### src/rtl/ohpa_ram.sv
// ----------------------------------------------------------------------------
// ohpa_ram
// simple dual-port synchronous ram, one write and one registered read port
// ----------------------------------------------------------------------------
module ohpa_ram #(
    parameter int DW = 16,
    parameter int AW = 8
) (
    input  logic          i_clk,
    input  logic          i_we,
    input  logic [AW-1:0] i_waddr,
    input  logic [DW-1:0] i_wdata,
    input  logic          i_re,
    input  logic [AW-1:0] i_raddr,
    output logic [DW-1:0] o_rdata
);

    logic [DW-1:0] r_mem [2**AW];
    logic [DW-1:0] r_rdata;

    always_ff @(posedge i_clk) begin
        if (i_we) begin
            r_mem[i_waddr] <= i_wdata;
        end
    end

    // read data holds until the next read
    always_ff @(posedge i_clk) begin
        if (i_re) begin
            r_rdata <= r_mem[i_raddr];
        end
    end

    assign o_rdata = r_rdata;

endmodule

### config.mk
export PLATFORM = sky130hd
export DESIGN_NAME = ohpa_ram
export DESIGN_NICKNAME = d
export VERILOG_FILES = /design/src/rtl/ohpa_ram.sv
export SDC_FILE = /design/constraint.sdc
export NUM_CORES = 2
export LEC_CHECK = 0
export ABC_AREA = 0
export BUFFER_PORTS_ARGS = -buffer_cell sky130_fd_sc_hd__buf_2
export CORE_ASPECT_RATIO = 1.4
export CORE_MARGIN = 5
export CORE_UTILIZATION = 63
export DETAILED_ROUTE_END_ITERATION = 10
export PLACE_DENSITY = 0.83
export SETUP_SLACK_MARGIN = 0.2
export SLEW_MARGIN = 20
export SYNTH_ARGS = -nofsm -noshare
export SYNTH_HDL_FRONTEND = slang
export SYNTH_SLANG_ARGS = --single-unit
### constraint.sdc
create_clock -name i_clk -period 3.2 [get_ports i_clk]
set_clock_uncertainty 0.1 [all_clocks]
set_input_delay 0.32 -clock i_clk [delete_from_list [all_inputs] [get_ports i_clk]]
set_output_delay 0.32 -clock i_clk [all_outputs]
set_load 0.01 [all_outputs]
## After elaboration in Yosys (flattened, before gate mapping)

Memories as Yosys holds them, arrays and structs flattened. A register that Yosys moved wholly into a read port is not among the register bits.
Cells that the tools add are included.

| word-level totals | value |
|---|---|
| flip-flop bits (word level) | 0 |
| bits in writable memories | 4,096 |
| input port bits | 35 |
| output and inout bits | 16 |
| word-level logic and storage cells | 3 |
| memories | 1 |

Memory list:

| memory | words | width | read ports | clocked after memory_dff | wr ports | line | text |
|---|---|---|---|---|---|---|---|
| r_mem | 256 | 16 | 1 | 1 | 1 | 18 | `logic [DW-1:0] r_mem [2**AW];` |

| operators by class | value |
|---|---|
| mux-type cells | 2 |

Operators by type and width:

| kind | count |
|---|---|
| 2-to-1 mux 1 bit | 2 |

## Depth between registers and ports, before layout

| logic depth | value |
|---|---|
| depth in word-level cells | 2 |
| gate-level depth with buffers | 12 |
| depth with buffers taken out | 6 |

## Least setup slack after synthesis

OpenSTA, ideal clock, no wires.

| timing path | value |
|---|---|
| kind | in2reg |
| from | input port i_raddr[0] |
| to | register r_rdata[4] (netlist: o_rdata[4]) (read register of r_mem) (data pin) |
| setup time | 265 ps |
| arrival time | 2,304 ps |
| data required time | 2,835 ps |
| setup slack | 531 ps |
| stages on the path | 8 |
| path buffers | 3 |
| cell sequence | buf_6 > buf_6 > buf_2 > mux4_2 > mux4_2 > a22o_1 > o32ai_2 > nor4_2 |

RTL lines:

| what | line | text |
|---|---|---|
| from (decl) | 14 | `input logic [AW-1:0] i_raddr,` |
| to (decl) | 19 | `logic [DW-1:0] r_rdata;` |

==> summary.json <==
{
  "route": {
    "wirelength_um": 465000,
    "wl_per_cell_um": 39.2,
    "pre_antenna_drt_iters": 9,
    "drc_errors": 0,
    "drt_antenna_net_count": 0,
    "vias_per_cell": 7.46,
    "detailedRoute.firstIterationViolations": 14981,
    "routed-via-count": 88625
  },
  "grt": {
    "grt_pass1_wl_um": 654000,
    "number_of_global_route_vias_before_repair": 88157,
    "grt_antenna_before_repair": 32,
    "grt_remaining_overflow": 0,
    "grt_util_all_layers_pct": 35.4,
    "grt_max_degree": 108
  },
  "placement": {
    "port_buffer_count": 50,
    "placed_area_sq_um": 169000,
    "dp_slack_ps": -1240,
    "dp_wirelength_um": 264000,
    "finalWeightedCongestion": 0.977
  },
  "finish": {
    "final_layout_net_count": 8302,
    "final_area_sq_um": 181000,
    "drive_above_1_share_pct": 28.2,
    "fin_util_pct": 72.0,
    "syn_to_final_growth_pct": 14.0
  },
  "pwr": {
    "power_per_cell_area_nw_per_um2": 601,
    "vdd_ir_drop_max_mv": 0.521,
    "fin_total_pwr_mw": 109,
    "p_leak_nw": 58.6
  },
  "sta": {
    "report.final.slew_viol_count": 0,
    "maxSlewHeadroom_pct": 23.3,
    "report.final.setup_viol": 1,
    "finalWorstSetupSlack_ps": -87.5,
    "max_clock_freq_ghz": 0.304,
    "finalCriticalPeriod_ps": 3290,
    "worstMarginPinSlew_ps": 1150,
    "final.period_utilization_pct": 103,
    "final_hold_viol_count": 0,
    "grt_setup_unrepaired": "true"
  },
  "floorplan": {
    "initial_utilization_pct": 63.2,
    "floorplan.die.height_um": 604,
    "io_count": 51,
    "core-area_sq_um": 251000,
    "floorplan.die.width_um": 434,
    "placementRows": 218,
    "die-area_sq_um": 262000
  },
  "yosys": {
    "yosysMostFrequentCell": "sky130_fd_sc_hd__edfxtp_1",
    "synth_edf_count": 4112,
    "ys.warnings.count": 0,
    "synth_top_flop_cell": "sky130_fd_sc_hd__edfxtp_1",
    "synth-async-reset-ratio_pct": 0,
    "number_of_different_library_cells_in_the_post_synthesis_netlist": 51,
    "post-synth-top-area-fraction_pct": 77.7,
    "postSynthCellCount": 7360,
    "yosys.area.top_type": "sky130_fd_sc_hd__edfxtp_1",
    "syn_area_sq_um": 159000,
    "syn_avg_cell_area_sq_um": 21.6,
    "portion_of_the_post_synthesis_area_used_by_sequential_elements_pct": 77.7,
    "syn_nets": 7395,
    "most_frequent_cells_after_synthesis": "4112 x sky130_fd_sc_hd__edfxtp_1, 797 x sky130_fd_sc_hd__mux4_2, 565 x sky130_fd_sc_hd__mux2i_1",
    "synth.ff_latch_count": 4112,
    "ys_top_cells_by_area": "sky130_fd_sc_hd__edfxtp_1 78%, sky130_fd_sc_hd__mux4_2 11%, sky130_fd_sc_hd__mux2i_1 3.6%"
  },
  "critical_path": {
    "critPathKind": "input pin to register",
    "crit_fanout": 30,
    "crit_slowest_cell": "sky130_fd_sc_hd__a22oi_2",
    "worstPathRequired_ps": 3820,
    "cp_data_arrival_time_ps": 3910,
    "cp_slowest_stage_delay_ps": 720,
    "cell_class_contributing_the_biggest_share_of_worst_path_delay": "simple AND/OR/NAND/NOR gates",
    "worstPathBufferInverterCount": 5,
    "worstSetupEndpointType": "register",
    "crit_path_cell_trace": "buf_12, buf_16, buf_8, buf_16, buf_12, mux2i_1, o22ai_1, mux2i_2, a22oi_2, nand4_1, nor4_2",
    "type_of_origin_of_the_critical_path": "input pin"
  },
  "worst_hold_path": {
    "worst_hold_path_type": "input pin to register"
  },
  "clock_network": {
    "clkTransAtPathRegs_ps": 70,
    "root_buffer": "sky130_fd_sc_hd__clkbuf_16",
    "cts.htree.levels": 5,
    "postCtsSetupBuffers": 0,
    "cts.path.max_buffers": 4,
    "insertion_delay_ps": 940,
    "tritoncts_clock_tree": "done",
    "clock_buffer_count_from_cts": 354,
    "cts_sinks": 4112
  },
  "run_status": {
    "run_status": "complete, but fails checks",
    "violations": "negative setup slack"
  },
  "flow_run": {
    "max_cap_viol_count": 0
  }
}
[report_power, final]
part | leakage (nW) | switching, mW | internal, mW
logic | 16.2 | 3.99 | 2.34
clock network | 5.46 | 19.5 | 23.5
registers | 37.0 | 0.0914 | 59.4
[cells by family after synthesis]
kind of cell,after synthesis,share of synthesized area (%)
compound gates,786,3.53
mux,1450,15.5
buf+inv,456,1.69
flops,4112,77.7
simple gates,556,1.57
[sequential cells by signal, indices dropped and copies added, names as in the netlist]
name / count
o_rdata: 16
r_mem: 4096
[final cells by class]
class	count	area, sq um
flip-flops and latches	4112	123000
clock buffers	438	9370
diodes	32	80.1
inverters	4	27.5
well taps	3300	4130
repair buffers	1003	9190
clock inverters	194	1860
fillers	12907	70400
multi-input cells	2792	32900
[cell usage in the layout (no fill, tap or decap), types with 15 or more instances in the layout]
cell type	count
sky130_fd_sc_hd__a211oi_1	18
sky130_fd_sc_hd__nor4_1	15
sky130_fd_sc_hd__o21ai_0	37
sky130_fd_sc_hd__a21oi_1	174
sky130_fd_sc_hd__buf_12	119
sky130_fd_sc_hd__nor2_1	296
sky130_fd_sc_hd__diode_2	32
sky130_fd_sc_hd__nor3_1	90
sky130_fd_sc_hd__mux2_2	88
sky130_fd_sc_hd__o221ai_1	252
sky130_fd_sc_hd__o32ai_1	15
sky130_fd_sc_hd__a22o_1	32
sky130_fd_sc_hd__mux4_2	797
sky130_fd_sc_hd__o22ai_1	147
sky130_fd_sc_hd__nand4_1	26
sky130_fd_sc_hd__clkinv_1	66
sky130_fd_sc_hd__edfxtp_1	4112
sky130_fd_sc_hd__mux2i_1	564
sky130_fd_sc_hd__clkbuf_1	75
sky130_fd_sc_hd__nand3_1	32
sky130_fd_sc_hd__buf_4	815
sky130_fd_sc_hd__clkinvlp_4	16
sky130_fd_sc_hd__o31ai_1	15
sky130_fd_sc_hd__clkinv_2	57
sky130_fd_sc_hd__a221oi_1	27
sky130_fd_sc_hd__bufinv_16	33
sky130_fd_sc_hd__a22oi_1	36
sky130_fd_sc_hd__buf_2	30
sky130_fd_sc_hd__nand2_1	37
sky130_fd_sc_hd__clkbuf_16	364
[per-stage QoR]
step / std cells / hold slack [ps] / setup TNS (ps)
5_1_grt: 11848 / 48.5 / -75.3
3_3_place_gp: 11196 / 666 / -7700
2_1_floorplan: 7360 / 319 / 0
4_1_cts: 11842 / 30.9 / -56.9
6_report: 11875 / 22.5 / -87.5
3_5_place_dp: 11196 / 678 / -8790
[routing by layer]
metal / track usage [%] / wire (um) / up-vias
li1: - / - / 33055
met4: 25.0 / 42900 / 16
met5: 0 / 120 / -
met2: 55.7 / 222000 / 8919
met1: 43.8 / 140000 / 44714
met3: 8.51 / 59600 / 1921
[repair_timing]
| item | CTS | global route |
|---|---|---|
| gates resized for setup | 10 | 19 |
| pin swaps | 0 | 6 |
| cloned | 0 | 1 |
| hold buffers | 14 | 0 |
| endpoints found under the setup margin | 6 | 9 |
| endpoints found under the hold margin | 662 | 0 |
[worst reg2reg max path, delay by kind of cell, from the launching register on]
kind,cells,cell delay [ps]
mux,2,870
simple gates,2,260
buf+inv,2,460
compound gates,2,680
flops,1,430
[final timing paths]
kind / start / endpoint / slack (ps) / depth (start not counted)
setup reg to reg: r_mem[3][7]$_DFFE_PP_ / o_rdata[7]$_DFFE_PP_ / 160 / 8
setup / recovery: i_raddr[0] / o_rdata[0]$_DFFE_PP_ / -90 / 11
hold reg to reg: r_mem[226][5]$_DFFE_PP_ / o_rdata[5]$_DFFE_PP_ / 1200 / 6
hold / removal: i_wdata[1] / r_mem[64][1]$_DFFE_PP_ / 20 / 1
Note: power is estimated with default switching activity, not from simulation.
