===== config.mk =====
export PLATFORM = sky130hd
export DESIGN_NAME = ohpa_hdec
export DESIGN_NICKNAME = d
export VERILOG_FILES = /design/src/rtl/ohpa_pkg.sv /design/src/rtl/ohpa_hdec.sv
export SDC_FILE = /design/constraint.sdc
export NUM_CORES = 1
export LEC_CHECK = 0
export BUFFER_PORTS_ARGS = -buffer_cell sky130_fd_sc_hd__buf_4
export CORE_MARGIN = 5
export CORE_UTILIZATION = 37
export DETAILED_ROUTE_END_ITERATION = 16
export PLACE_DENSITY = 0.72
export REMOVE_ABC_BUFFERS = 1
export SYNTH_ARGS = -nofsm -noshare
export SYNTH_HDL_FRONTEND = slang
export SYNTH_SLANG_ARGS = --single-unit

===== constraint.sdc =====
create_clock -name i_clk -period 1 [get_ports i_clk]
set_clock_uncertainty 0.1 [all_clocks]
set_input_delay 0.1 -clock i_clk [delete_from_list [all_inputs] [get_ports i_clk]]
set_output_delay 0.1 -clock i_clk [all_outputs]
set_load 0.005 [all_outputs]

===== src/rtl/ohpa_pkg.sv =====
// ----------------------------------------------------------------------------
// ohpa_pkg
// types, codes and default sizes shared by the handle pool allocator
// ----------------------------------------------------------------------------
package ohpa_pkg;

    localparam int MAX_ENTRIES_DEF = 256;
    localparam int ENTRY_BYTES_DEF = 64;

    // command codes
    localparam logic CMD_ALLOC = 1'b0;
    localparam logic CMD_FREE  = 1'b1;

    // status codes
    localparam logic [1:0] ST_OK   = 2'd0;
    localparam logic [1:0] ST_FULL = 2'd1;
    localparam logic [1:0] ST_BAD  = 2'd2;

    typedef struct packed {
        logic        cmd;
        logic [15:0] owner_id;
        logic [15:0] handle;
    } t_req;

    typedef struct packed {
        logic [1:0]  status;
        logic [15:0] handle_out;
    } t_rsp;

    // decoded handle: entry index and whether the handle is a whole entry
    typedef struct packed {
        logic [15:0] idx;
        logic        aligned;
    } t_hdec;

    typedef enum logic [1:0] {
        S_IDLE,
        S_LOOK,
        S_EXEC
    } t_state;

endpackage


===== src/rtl/ohpa_hdec.sv =====
// ----------------------------------------------------------------------------
// ohpa_hdec
// handle decoder: quotient and exactness of handle / entry size by a
// registered reciprocal multiply
// ----------------------------------------------------------------------------
module ohpa_hdec #(
    parameter int ENTRY_BYTES = ohpa_pkg::ENTRY_BYTES_DEF
) (
    input  logic               i_clk,
    input  logic               i_load,
    input  logic [15:0]        i_handle,
    output ohpa_pkg::t_hdec    o_dec
);

    // ceil(2^25 / entry size) is exact for 16-bit handles and sizes up to 511
    localparam int FRAC_W = 25;
    localparam int RECIP  = ((2 ** FRAC_W) + ENTRY_BYTES - 1) / ENTRY_BYTES;
    localparam int PROD_W = 16 + FRAC_W + 1;

    logic [PROD_W-1:0] r_prod;

    always_ff @(posedge i_clk) begin
        if (i_load) begin
            r_prod <= PROD_W'(i_handle) * PROD_W'(RECIP);
        end
    end

    // fraction below the reciprocal means no remainder
    assign o_dec.idx     = r_prod[FRAC_W+15:FRAC_W];
    assign o_dec.aligned = {1'b0, r_prod[FRAC_W-1:0]} < (FRAC_W + 1)'(RECIP);

endmodule


Yosys cells after proc, flatten, opt, wreduce, memory -nomap -nowiden. Index checks and enable logic that the tools add are counted.

Flip-flop bits (word level): 16. Latch bits: 0. Bits in writable memories: 0. Bits in read-only memories: 0. Input bits: 18. Output and inout port bits: 17. Logic and storage cells: 2. Memories kept: 0.

$add $sub $neg: 0. $mul: 0. Divide/modulo/power cells: 0. Order comparisons: 1. Eq/ne operators: 0. Shifts and indexed selects: 0. Mux-type cells: 0. Bitwise logic cells: 0. Reduce and logical (&&, ||, !) cells: 0.

Operators by type and width (number): 25-bit by 20-bit less-than comparator with 1-bit output (second input constant) (1).

Depth between registers and ports, before layout. Gate-level depths: netlist of run 1.

Depth after elaboration: 1. Mapped depth: 2. Depth with buffers taken out: 2.

Worst setup path after synthesis of run 1. OpenSTA, ideal clock, no wires.

Path type: reg2out. From: register r_prod[19]. To: output o_dec[0] (netlist name). Arrival time: 0.981 ns. Required time: 0.800 ns. Path slack: -0.181 ns. Cell stages (with the launch flop): 3. Buffers on the path: 0. Cell sequence: edfxtp_1 -> or4_1 -> nor3_2.

RTL lines: from (decl) (RTL line ohpa_hdec.sv:20) `logic [PROD_W-1:0] r_prod;`; from (signal assigned) (RTL line ohpa_hdec.sv:24) `r_prod <= PROD_W'(i_handle) * PROD_W'(RECIP);`; to (decl) (RTL line ohpa_hdec.sv:12) `output ohpa_pkg::t_hdec o_dec`.

==> reports/metrics.csv, run 1 <==
stage,metric,value,unit
outcome,status,"complete, but fails checks",
outcome,violations,negative setup slack,
final_layout,antenna_cells,0,
yosys,synthArstFlopShare,0,%
clock_tree,path_clk_slew,90,ps
yosys,synth_top_area_share,77.3,%
run,drv_cap,0,
clock_tree,cts-root-buf,clkbuf_4,
route,wl,1410,um
global_routing,grt_pass1_wl,2130,um
route,remaining_drc_errors,0,
timing,finalMaxSlewViolations,0,
pwr,p_comb_share,14.4,%
placement,gp_congestion,0.687,
placement,placed_cell_area,751,um^2
setup_path,start_kind,flop,
hold_path,hold_depth,1,
pwr,power-per-cell-area,1390,nW/um^2
floorplan,core_area,1540,um^2
global_routing,grt_max_degree,17,
timing,rsz0062_at_grt,yes,
pwr,netSwitchingFraction,20.0,%
yosys,yosysSeqAreaShare,77.3,%
yosys,yosysTopAreaCell,edfxtp_1,
setup_path,max_stage_delay,540,ps
timing,finalHoldViolCount,0,
global_routing,antenna_found_initial,0,
route,first_pass_iters,4,
route,drtIter0Drc,2,
yosys,syn_area,622,um^2
route,wl_per_cell,16.0,um
timing,layout_setup_ws,-624,ps
pwr,leakage,0.405,nW
route,viasPerCell,4.34,
timing,period_minus_slack,1620,ps
global_routing,grt_usage,11.5,%
global_routing,overflow,0,
pwr,internal_power,0.00107,W
clock_tree,cts_buffer_depth,2,
final_layout,regMostFlops,r_prod,
yosys,yosys-top-cells-area,"edfxtp_1 77%, buf_4 19%, nor3_2 1.6%, or4_1 1.2%, conb_1 0.60%",
setup_path,slowest_stage,or4_4,
final_layout,syn_to_final_growth,54.9,%
clock_tree,cts_sinks,16,
placement,numPortBuffers,28,
hold_path,holdPathEnd,r_prod[25],
final_layout,final_net_count,91,
floorplan,die_h,51.0,um
yosys,ys_seq_elements,16,
yosys,yosys.cell_types.count,5,
floorplan,die_area,2600,um^2
final_layout,utilization,62.5,%
final_layout,stdcell_area,963,um^2
yosys,yosys_warnings,0,
setup_path,cp.arrival,1420,ps
final_layout,largest_register_ff_count,16,
placement,hpwl,908,um
clock_tree,cts_tree,built,
final_layout,drive_gt1_share,45.8,%
timing,max_freq,0.616,GHz
timing,setup_viol,5,
setup_path,crit_fanout,1,
hold_path,hold_path_class,in2reg,
timing,holdWs,89.9,ps
pwr,power_switching,0.000268,W
floorplan,ios,35,
yosys,synthCells,35,
yosys,syn_area_per_cell,17.8,um^2
floorplan,std_cell_rows,14,
floorplan,fp.dieW,51.0,um
final_layout,top_regs,r_prod: 16 flops,
route,vias,382,
clock_tree,htree_levels,1,
pwr,peakVddDrop,835,uV
hold_path,hp-start,i_load,
global_routing,grt_pass1_vias,456,
timing,fin_crit_sh,162,%
setup_path,cp.required,800,ps
floorplan,start_util,40.3,%
setup_path,cp-end-kind,output pin,
pwr,p_seq_share,60.9,%
clock_tree,postCtsSetupBuffers,0,
route,drtAntennaViolNets,0,
yosys,yosys-top-cells-count,"16 x buf_4, 16 x edfxtp_1, 1 x conb_1, 1 x nor3_2, 1 x or4_1",
setup_path,path_cells,"or4_4, nor3_2, buf_4",
yosys,synthFlopType,edfxtp_1,
setup_path,critical_path_class,reg2out,
clock_tree,cts_buffers,3,
yosys,synth_edf_count,16,
timing,fin_setup_tns,-654,ps
pwr,clockPowerShare,24.7,%
## cell type report
class | count | area, um^2
sequential | 16 | 480
clock buffer | 3 | 22.5
fill | 106 | 578
clock inverter | 1 | 3.75
multi-input combinational | 8 | 43.8
tap | 16 | 20.0
timing repair buffer | 44 | 393
## power groups by stage
stage / registers [W] / logic (W) / clock network, W
detailed placement: 0.000826 / 0.000127 / 0
CTS: 0.000813 / 0.000181 / 0.000350
floorplan: 0.000829 / 0.00000687 / 0
global route: 0.000822 / 0.000208 / 0.000390
global placement: 0.000823 / 0.000127 / 0
finish: 0.000818 / 0.000193 / 0.000331
## critical path, delay by kind of cell, from the launching register on
family | cells | cell delay (ps)
buffers and inverters | 1 | 120
flip-flops | 1 | 380
AND/OR/NAND/NOR | 2 | 650
## timing repair
action                                  in CTS  in global routing
hold endpoints to repair                    16                  0
resized for setup                            2                  5
endpoints found under the setup margin       9                 11
pin swaps                                    1                  0
hold buffers                                16                  0
## kinds of logic (layout without fill, tap and decap cells)
| family | count (synthesis) | in the layout | synth area share (%) |
|---|---|---|---|
| buf+inv | 16 | 48 | 19.3 |
| flops | 16 | 16 | 77.3 |
| other cells | 1 | 6 | 0.603 |
| simple gates | 2 | 2 | 2.82 |
## metal layers
metal  track usage, %  up-vias  routed length (um)
met1             11.9      175                 507
li1                 -      176                   -
met5                0        -                   0
met3             8.14        2                 231
met4             5.11        0                  12
met2             17.8       29                 659
## worst max path at each step
stage | start | endpoint | slack (ps)
finish | r_prod[24] | o_dec[0] | -620
global route | r_prod[24] | o_dec[0] | -690
CTS | r_prod[24] | o_dec[0] | -620
detailed placement | r_prod[19] | o_dec[0] | -320
global placement | r_prod[19] | o_dec[0] | -280
floorplan | r_prod[19] | o_dec[0] | -180
## through the flow
| step | setup WS [ps] | power, W | std cells |
|---|---|---|---|
| global placement | -285 | 0.000950 | 68 |
| global route | -693 | 0.00142 | 88 |
| CTS | -618 | 0.00134 | 88 |
| floorplan | -181 | 0.000836 | 24 |
| detailed placement | -319 | 0.000954 | 68 |
| finish | -624 | 0.00134 | 88 |
## layout by cell type (no fill, tap or decap), drive strengths merged
| cell | Yosys | final |
|---|---|---|
| or4 | 1 | 1 |
| dlygate4sd3 | 0 | 16 |
| conb | 1 | 6 |
| nor3 | 1 | 1 |
| clkbuf | 0 | 3 |
| edfxtp | 16 | 16 |
| buf | 16 | 28 |
| clkinv | 0 | 1 |
(Power assumes the default switching activity.)
==> run 2: changes to the inputs <==
--- a/config.mk
+++ b/config.mk
@@ -10,7 +10,7 @@
 export CORE_UTILIZATION = 37
 export DETAILED_ROUTE_END_ITERATION = 16
 export PLACE_DENSITY = 0.72
-export REMOVE_ABC_BUFFERS = 1
+export SKIP_LAST_GASP = 1
 export SYNTH_ARGS = -nofsm -noshare
 export SYNTH_HDL_FRONTEND = slang
 export SYNTH_SLANG_ARGS = --single-unit
==> reports/metrics.csv, run 2 (synthesized netlist as in run 1, its figures left out) <==
stage,metric,value,unit
floorplan,std_cell_rows,14,
floorplan,core_area,1540,um^2
final_layout,top_regs,r_prod: 16 flops,
pwr,power-per-cell-area,1380,nW/um^2
global_routing,grt_pass1_vias,416,
route,viasPerCell,4.28,
timing,holdWs,96.9,ps
final_layout,final_cell_mix,"26 x buf_4, 16 x dlygate4sd3_1, 16 x edfxtp_1",
final_layout,syn_to_final_growth,51.9,%
final_layout,layout_commonest_cell,buf_4,
hold_path,hold_path_class,in2reg,
final_layout,num-fill-cells,107,
route,drtAntennaViolNets,0,
hold_path,hp-start,i_load,
route,wl_per_cell,12.9,um
final_layout,drive_gt1_share,46.5,%
setup_path,start_kind,flop,
floorplan,start_util,40.3,%
clock_tree,cts_sinks,16,
global_routing,overflow,0,
pwr,peakVddDrop,999,uV
clock_tree,cts_tree,built,
global_routing,antenna_found_initial,0,
placement,placed_cells,68,
placement,placed_cell_area,751,um^2
timing,rsz0062_at_grt,yes,
final_layout,antenna_cells,0,
route,remaining_drc_errors,0,
setup_path,crit_fanout,1,
timing,finalHoldViolCount,0,
floorplan,die_h,51.0,um
setup_path,cp-end-kind,output pin,
timing,fin_crit_sh,162,%
outcome,status,"complete, but fails checks",
final_layout,final_net_count,91,
hold_path,holdPathEnd,r_prod[27],
final_layout,instances_no_fill,87,
clock_tree,htree_levels,1,
global_routing,grt_pass1_wl,1840,um
floorplan,die_area,2600,um^2
final_layout,largest_register_ff_count,16,
route,drtIter0Drc,4,
setup_path,cp-startpoint,r_prod[23],
setup_path,cp.arrival,1420,ps
clock_tree,cts_buffer_depth,2,
clock_tree,cts_buffers,3,
pwr,leakage,0.399,nW
timing,period_minus_slack,1620,ps
placement,numPortBuffers,28,
run,drv_cap,0,
global_routing,grt_max_degree,17,
timing,max_freq,0.617,GHz
hold_path,hold_depth,1,
final_layout,stdcell_area,945,um^2
final_layout,regMostFlops,r_prod,
setup_path,cp.required,800,ps
setup_path,critical_path_class,reg2out,
route,vias,372,
route,first_pass_iters,3,
route,wl,1130,um
timing,setup_viol,2,
global_routing,grt_usage,9.47,%
clock_tree,path_clk_slew,80,ps
placement,gp_congestion,0.588,
floorplan,fp.dieW,51.0,um
clock_tree,cts-root-buf,clkbuf_4,
outcome,violations,negative setup slack,
timing,finalMaxSlewViolations,0,
final_layout,utilization,61.3,%
timing,layout_setup_ws,-620,ps
floorplan,ios,35,
-- run 2: cell types whose count changed in the layout (fill, tap and decap cells not counted), sizes merged --
cell	change
clkinv	-1
-- run 2: worst max-delay path, cell delays in order, from the launching register on --
cell	delay [ps]
edfxtp_1	370
or4_4	540
nor3_2	110
buf_4	130
-- run 2: how the worst max path moves through the flow --
stage	endpoint	depth (start not counted)
after floorplan	o_dec[0]	2
after global placement	o_dec[0]	3
after detailed placement	o_dec[0]	3
after CTS	o_dec[0]	3
after global routing	o_dec[0]	3
final	o_dec[0]	3
-- run 2: metrics by stage --
step	worst slack (ps)	TNS (ps)	total power (W)
floorplan	-181	-181	0.000894
global placement	-297	-297	0.000944
detailed placement	-313	-313	0.000947
CTS	-619	-624	0.00131
global route	-682	-884	0.00137
finish	-620	-623	0.00130
-- run 2: metal layers --
| metal | share of wire, % | vias to the layer above | routed length, um | GRT usage [%] |
|---|---|---|---|---|
| li1 | - | 173 | - | - |
| met1 | 31 | 174 | 346 | 9.89 |
| met2 | 55 | 25 | 616 | 17.4 |
| met3 | 14 | 0 | 163 | 3.78 |
| met4 | 0 | 0 | 0 | 2.55 |
| met5 | 0 | - | 0 | 0 |
-- run 2: repair_timing --
action / CTS / global route
pin swaps: 0 / 1
setup endpoints to repair: 3 / 11
hold buffers: 16 / 0
hold endpoints to repair: 16 / 0
resized for setup: 1 / 2
buffers inserted: 0 / 0
-- run 2: final cells by class --
class	instances	area [um^2]	share of cell area (%)
Clock buffer	3	22.5	2.38
Multi-Input combinational cell	8	43.8	4.64
Sequential cell	16	480	50.9
Tap cell	16	20.0	2.12
Timing Repair Buffer	44	378	40.0
-- run 2: report_power, final --
group | total [W] | internal [W] | switching, W
Combinational | 0.000178 | 0.000125 | 0.0000534
Sequential | 0.000812 | 0.000796 | 0.0000157
Clock | 0.000309 | 0.000139 | 0.000170
